**src/hdl/ncpe_pkg.sv**
```systemverilog
// shared types and codes for the nurbs curve point evaluator
// used by nurbs_curve_point_eval_core and ncpe_div, no dependencies
`default_nettype none

package ncpe_pkg;

    localparam int DEF_MAX_POINTS = 64;
    localparam int DEF_MAX_DEGREE = 7;

    localparam int QB = 16;
    localparam logic signed [31:0] Q_ONE = 32'sh0001_0000;

    // item kinds on the input channel
    localparam logic [1:0] MODE_POINT = 2'd0;
    localparam logic [1:0] MODE_KNOT  = 2'd1;
    localparam logic [1:0] MODE_EVAL  = 2'd2;

    // result status codes
    localparam logic [1:0] ST_OK   = 2'd0;
    localparam logic [1:0] ST_FEW  = 2'd1;
    localparam logic [1:0] ST_ZERO = 2'd2;

    // configuration register indexes
    localparam logic [1:0] CFG_DEGREE = 2'd0;
    localparam logic [1:0] CFG_POINTS = 2'd1;
    localparam logic [1:0] CFG_KNOTS  = 2'd2;
    localparam logic [1:0] CFG_UNITW  = 2'd3;

    typedef struct packed {
        logic               start;
        logic signed [31:0] num;
        logic signed [31:0] den;
    } div_req_t;

    typedef struct packed {
        logic               done;
        logic signed [31:0] quo;
    } div_rsp_t;

    typedef enum logic [4:0] {
        S_IDLE,
        S_CHECK,
        S_KF,
        S_KF_MEM,
        S_KF_DIV,
        S_SPAN_HI,
        S_SPAN_LO,
        S_BS_A,
        S_BS_B,
        S_B_START,
        S_B_LF,
        S_B_RT,
        S_B_DN,
        S_B_DIV,
        S_B_M1,
        S_B_M2,
        S_B_M3,
        S_S_RD,
        S_S_W,
        S_S_C,
        S_S_X,
        S_S_Y,
        S_S_Z,
        S_S_ACC,
        S_F_DEN,
        S_F_DX,
        S_F_DY,
        S_F_DZ,
        S_OUT
    } ncpe_state_t;

endpackage

`default_nettype wire

```
**src/hdl/ncpe_div.sv**
```systemverilog
// shared q16.16 divider: (num * 2^16) / den, truncated toward zero, saturated
// one quotient bit per cycle, depends on ncpe_pkg
`default_nettype none

module ncpe_div (
    input  wire                  clk,
    input  wire                  rst_n,
    input  ncpe_pkg::div_req_t   req,
    output ncpe_pkg::div_rsp_t   rsp
);
    import ncpe_pkg::*;

    localparam int DIV_STEPS = 32 + QB;
    localparam int SW = $clog2(DIV_STEPS);

    logic                  busy_reg, busy_next;
    logic                  done_reg, done_next;
    logic [SW-1:0]         step_reg, step_next;
    logic                  neg_reg, neg_next;
    logic [DIV_STEPS-1:0]  dnd_reg, dnd_next;
    logic [31:0]           rem_reg, rem_next;
    logic [31:0]           dvs_reg, dvs_next;
    logic signed [31:0]    quo_reg, quo_next;

    logic [31:0]           num_mag, den_mag;
    logic [32:0]           rem_sh;
    logic                  ge;
    logic [DIV_STEPS-1:0]  dnd_step;
    logic [31:0]           rem_step;

    assign num_mag  = req.num[31] ? (~req.num + 32'd1) : req.num;
    assign den_mag  = req.den[31] ? (~req.den + 32'd1) : req.den;
    assign rem_sh   = {rem_reg, dnd_reg[DIV_STEPS-1]};
    assign ge       = rem_sh >= {1'b0, dvs_reg};
    assign rem_step = ge ? 32'(rem_sh - {1'b0, dvs_reg}) : rem_sh[31:0];
    assign dnd_step = {dnd_reg[DIV_STEPS-2:0], ge};

    always_comb
    begin
        busy_next = busy_reg;
        done_next = 1'b0;
        step_next = step_reg;
        neg_next  = neg_reg;
        dnd_next  = dnd_reg;
        rem_next  = rem_reg;
        dvs_next  = dvs_reg;
        quo_next  = quo_reg;
        if (req.start)
        begin
            busy_next = 1'b1;
            step_next = '0;
            neg_next  = req.num[31] ^ req.den[31];
            dnd_next  = {num_mag, {QB{1'b0}}};
            rem_next  = '0;
            dvs_next  = den_mag;
        end
        else if (busy_reg)
        begin
            dnd_next  = dnd_step;
            rem_next  = rem_step;
            step_next = step_reg + SW'(1);
            if (step_reg == SW'(DIV_STEPS - 1))
            begin
                busy_next = 1'b0;
                done_next = 1'b1;
                // saturate the magnitude to the signed 32-bit range
                if (neg_reg)
                begin
                    if (dnd_step > DIV_STEPS'(33'h0_8000_0000))
                        quo_next = 32'sh8000_0000;
                    else
                        quo_next = -$signed(dnd_step[31:0]);
                end
                else
                begin
                    if (dnd_step > DIV_STEPS'(32'h7fff_ffff))
                        quo_next = 32'sh7fff_ffff;
                    else
                        quo_next = $signed(dnd_step[31:0]);
                end
            end
        end
    end

    always_ff @(posedge clk or negedge rst_n)
    begin
        if (!rst_n)
        begin
            busy_reg <= 1'b0;
            done_reg <= 1'b0;
            step_reg <= '0;
        end
        else
        begin
            busy_reg <= busy_next;
            done_reg <= done_next;
            step_reg <= step_next;
        end
    end

    always_ff @(posedge clk)
    begin
        neg_reg <= neg_next;
        dnd_reg <= dnd_next;
        rem_reg <= rem_next;
        dvs_reg <= dvs_next;
        quo_reg <= quo_next;
    end

    assign rsp.done = done_reg;
    assign rsp.quo  = quo_reg;

endmodule

`default_nettype wire
```
**config.mk**
```make
export PLATFORM = sky130hd
export DESIGN_NAME = ncpe_div
export DESIGN_NICKNAME = d
export VERILOG_FILES = /design/src/hdl/ncpe_pkg.sv /design/src/hdl/ncpe_div.sv
export SDC_FILE = /design/constraint.sdc
export NUM_CORES = 1
export LEC_CHECK = 0
export BUFFER_PORTS_ARGS = -buffer_cell sky130_fd_sc_hd__buf_2
export CELL_PAD_IN_SITES_DETAIL_PLACEMENT = 1
export CELL_PAD_IN_SITES_GLOBAL_PLACEMENT = 1
export CORE_ASPECT_RATIO = 0.75
export CORE_MARGIN = 5
export CORE_UTILIZATION = 35
export DETAILED_ROUTE_END_ITERATION = 7
export PLACE_DENSITY_LB_ADDON = 0.1
export SLEW_MARGIN = 30
export SYNTH_ARGS = -nofsm -noshare
export SYNTH_HDL_FRONTEND = slang
export SYNTH_SLANG_ARGS = --single-unit
```
**constraint.sdc**
```tcl
create_clock -name clk -period 6.52 [get_ports clk]
set_clock_uncertainty 0.05 [all_clocks]
set_input_delay 0.652 -clock clk [delete_from_list [all_inputs] [get_ports clk]]
set_output_delay 0.652 -clock clk [all_outputs]
set_load 0.01 [all_outputs]
```
Yosys cells after proc, flatten, opt, wreduce, memory -nomap -nowiden
Index checks and enable logic that the tools add are counted.
- register bits after elaboration: 153
- latch bits: 0
- RAM bits: 0
- ROM bits: 0
- input port bits: 67
- output and inout bits: 33
- word-level logic and storage cells: 41
- memories kept: 0
- add/sub/neg operators: 5
- multiply operators: 0
- divide/modulo/power cells: 0
- $lt $le $gt $ge: 3
- eq/ne operators: 1
- shifts and indexed selects: 0
- mux-type cells: 16
- bitwise gates (word level): 4
- reduce and logical (&&, ||, !) cells: 2
- operators with widths (operator ; number):
    32-bit two-way mux ; 5
    48-bit two-way mux ; 2
    32-bit by 1-bit adder with 32-bit output (second input constant) ; 2
    32-bit inverter ; 2
    48-bit by 31-bit > comparator with 1-bit output (second input constant) ; 1
    48-bit by 32-bit > comparator with 1-bit output (second input constant) ; 1
    33-bit by 32-bit >= comparator with 1-bit output ; 1
    32-bit negator ; 1
    32-bit subtractor ; 1
    31-bit two-way mux ; 1
    6-bit two-way mux ; 2
    6-bit by 1-bit adder with 6-bit output (second input constant) ; 1
    6-bit equality test (second input constant) ; 1
    1-bit two-way mux ; 6
    3-bit AND reduction ; 1
    2-bit nonzero test ; 1
    1-bit inverter ; 1
    1-bit bitwise XOR ; 1

Logic depth before layout (Yosys ltp)
- depth in word-level cells: 4
- mapped depth: 22
- mapped depth without buffers: 18

Worst setup path before layout
Ideal clock, no wire load.
- path type: register -> register
- start: register dvs_reg[12]
- end: register quo_reg[13] (data pin)
- library setup time: 0.195 ns
- arrival time: 4.740 ns
- required time: 6.275 ns
- setup slack: 1.535 ns
- cell stages (with the launch flop): 21
- path buffers: 4
- clock period less this slack: 4.985 ns
- cell sequence: edfxtp_1 > inv_1 > ha_1 > clkbuf_1 > a21o_1 > a31oi_1 > o22ai_1 > or3_1 > o211ai_1 > o21a_1 > clkbuf_1 > ha_1 > or3b_2 > or3_1 > nor4_1 > nand3b_1 > a21o_1 > or2_2 > clkbuf_1 > clkbuf_1 > o311ai_0
- word-level cells in the longest chain between the ends: 4
- elaborated cells on any way between the ends: 7
- those cells by class: add/sub: 1; order compare: 3; mux: 3
- ends and longest elaborated chain (what ; RTL line ; text):
    start: declaration ; ncpe_div.sv:22 ; logic [31:0] dvs_reg, dvs_next;
    start signal: assignment ; ncpe_div.sv:106 ; dvs_reg <= dvs_next;
    33-bit by 32-bit >= comparator with 1-bit output * ; ncpe_div.sv:34 ; assign ge = rem_sh >= {1'b0, dvs_reg};
    48-bit by 31-bit > comparator with 1-bit output (tied with other cells) ; ncpe_div.sv:76 ; if (dnd_step > DIV_STEPS'(32'h7fff_ffff))
    32-bit two-way mux, on equally long branches ; ncpe_div.sv:76, ncpe_div.sv:69 ;
    32-bit two-way mux * ; ncpe_div.sv:67 ; if (neg_reg)
    end signal: assignment ; ncpe_div.sv:107 ; quo_reg <= quo_next;
    end: declaration ; ncpe_div.sv:23 ; logic signed [31:0] quo_reg, quo_next;
Mark *: on every way between the ends. The rest lies on a longest branch, timed or not.
A chain may end at the register's enable or synchronous reset.

Worst setup path after layout
- start: register dvs_reg[10]
- end: register quo_reg[6] (data pin)
Same word-level chain as after synthesis.

==> impl_metrics.yaml <==
clock_tree:
  holdBufCountCts: 1
  clkSlewWorstSetupHoldPaths_ns: 0.06
  cts_sinks: 153
  cts_tree: "yes"
  clk_root_buffer_cell: "clkbuf_16"
  clk_latency_ns: 0.44
  h-tree-depth: 4
  postCtsSetupRepairBufs: 0
  clock_path_buffers: 2
  numCtsBuffers: 17
  ctsResizeCount: 0
layout:
  design_area_um2: 11000
  drive_gt1_share_pct: 15.1
  utilization_pct: 40.6
  mostFrequentLayoutCell: "nand2_1"
  instances_no_fill: 1462
  largest_reg_flops: 48
  syn_to_final_growth_pct: 14.0
  antenna_cells: 0
  final_cell_mix: "nand2_1 (101), buf_2 (98), edfxtp_1 (97)"
  fin_nets: 1202
floorplanning:
  start_util_pct: 35.6
  core_area_um2: 27000
  num_rows: 52
  die-area_um2: 30900
  die_y_um: 154
  die_w_um: 201
  ios: 100
setup_path:
  cp_max_fo: 26
  rr_worst_depth: 17
  reg2reg_from: "dvs_reg[10]"
  crit_required_ns: 6.74
  critPathKind: "reg2reg"
  slowest_delay_ns: 0.51
  end_kind: "flop"
  r2r-end: "quo_reg[6]"
  r2r_slack_ns: 1.14
  crit_chain: "inv_1 -> ha_1 -> a21o_1 -> a31oi_1 -> o22ai_1 -> or3_1 -> o211ai_1 -> o21a_1 -> ha_1 -> or3b_2 -> or3_1 -> nor4_1 -> nand3b_1 -> a21o_1 -> or2_2 -> or3b_2 -> nand3_1"
  cp-startpoint: "dvs_reg[10]"
  cp_slowest_cell: "or3b_2"
  cp.arrival_ns: 5.60
  critPathLaunchType: "flop"
sta:
  fmax_mhz: 186
  setup_viol: 0
  post-route-period-util_pct: 82.6
  fin_ws_ns: 1.14
  rsz0062_at_grt: "no"
  worst_slew_pin_slew_ns: 0.923
  relSlewSlack_pct: 38.4
  period_needed_ns: 5.38
  slew_viol_final: 0
  holdWs_ns: 0.384
  finalHoldViolCount: 0
  tns_ns: 0
logic_synthesis:
  yosysWarnings: 0
  synth-async-reset-ratio_pct: 5.23
  yosysSeqAreaShare_pct: 42.4
  avgSynthCellArea_um2: 9.35
  ys_types: 62
  synth_top_area_cell: "edfxtp_1"
  ys.flop_type: "edfxtp_1"
  syn_area_um2: 9610
  syn_inst: 1028
  ys_top_cells_by_area: "edfxtp_1 (30%), dfxtp_1 (10%), xnor2_1 (6.5%), ha_1 (4.7%), nand2_1 (3.9%)"
  ys_seq_elements: 153
  syn-num-nets: 1132
  synth-edff-count: 97
  synth_top_cell_area_share_pct: 30.3
placed_design:
  dpl.cell_count: 1428
  place_ws_ns: 1.14
  dp_hpwl_mm: 19.4
  io_buffers: 99
  placed_area_um2: 10400
  globalplace.congestion: 0.777
power:
  power_mw: 3.61
  ir_drop_v: 0.000152
  leakagePower_nw: 4.36
  p_per_area_nw_per_um2: 329
outcome:
  status: "completed"
min_path:
  hold_start: "req[0]"
  min_to: "dvs_reg[0]"
  min_path_cells: 1
  hold_path.class: "in2reg"
run:
  maxCapViolCount: 0
global_routing:
  grt_start_max_net_pins: 58
  overflow: 0
  grt_pass1_vias: 8021
  grt_first_pass_wirelength_mm: 44.6
  gr-usage-all-layers_pct: 17.8
  antenna_found_initial: 0
routing:
  antenna_left: 0
  wirelength_mm: 27.6
  routed-via-count: 8088
  routedWlPerCell_um: 18.9
  drt-pass1-iter-count: 5
  via_per_inst: 5.53
  drc: 0
  detail_route.iter0.violations: 352
[cell families after synthesis]
logic type,synth area share (%)
compound gates,21.0
xor+xnor,7.93
fa+ha+maj,4.89
buf+inv,4.35
flops,42.4
mux,1.87
simple gates,17.6
[synthesized netlist by cell type (29+ instances only)]
master,count
dfxtp_1,48
xnor2_1,71
o21ai_0,69
nor2_1,79
nand2_1,101
ha_1,36
edfxtp_1,97
a22o_1,37
or3_1,29
inv_1,52
clkbuf_1,51
a21oi_1,37
[final cells by class]
| cell class | instances | area (um^2) |
|---|---|---|
| fill | 3078 | 16000 |
| multi-input combinational | 765 | 5130 |
| clock inverter | 13 | 104 |
| inverter | 53 | 199 |
| timing repair buffer | 108 | 572 |
| sequential | 153 | 4080 |
| clock buffer | 19 | 433 |
| tap | 351 | 439 |
[worst max-delay path: cells and delay by family, from the launching register on]
kind                     cells  cell delay [ns]
buffers and inverters        1             0.08
flip-flops                   1             0.40
AO/OA/AOI/OAI                6             1.54
AND/OR/NAND/NOR              8             2.63
adder cells (fa/ha/maj)      2             0.52
[report_power, final]
group	switching, mW	internal [mW]	leakage [nW]	total, mW
Sequential	0.123	1.18	1.46	1.30
Combinational	0.818	0.558	2.65	1.38
Clock	0.411	0.520	0.252	0.930
Total	1.35	2.26	4.36	3.61
[metal layers]
layer	wire length (um)	up-vias	track usage, %	share of wire [%]
met5	0	-	0	0
met1	14700	3988	27.3	53
met3	823	15	3.16	3.0
li1	-	3976	-	-
met4	212	0	3.58	0.77
met2	11800	109	26.3	43
[worst max path at each step]
stage	depth (start not counted)	end	slack, ns
finish	17	quo_reg[6]	1.14
global route	16	quo_reg[11]	0.84
CTS	17	quo_reg[6]	1.10
detailed placement	17	quo_reg[6]	1.14
global placement	17	quo_reg[6]	1.37
floorplan	20	quo_reg[13]	1.54
No activity file was read; power rests on OpenSTA's default activity.
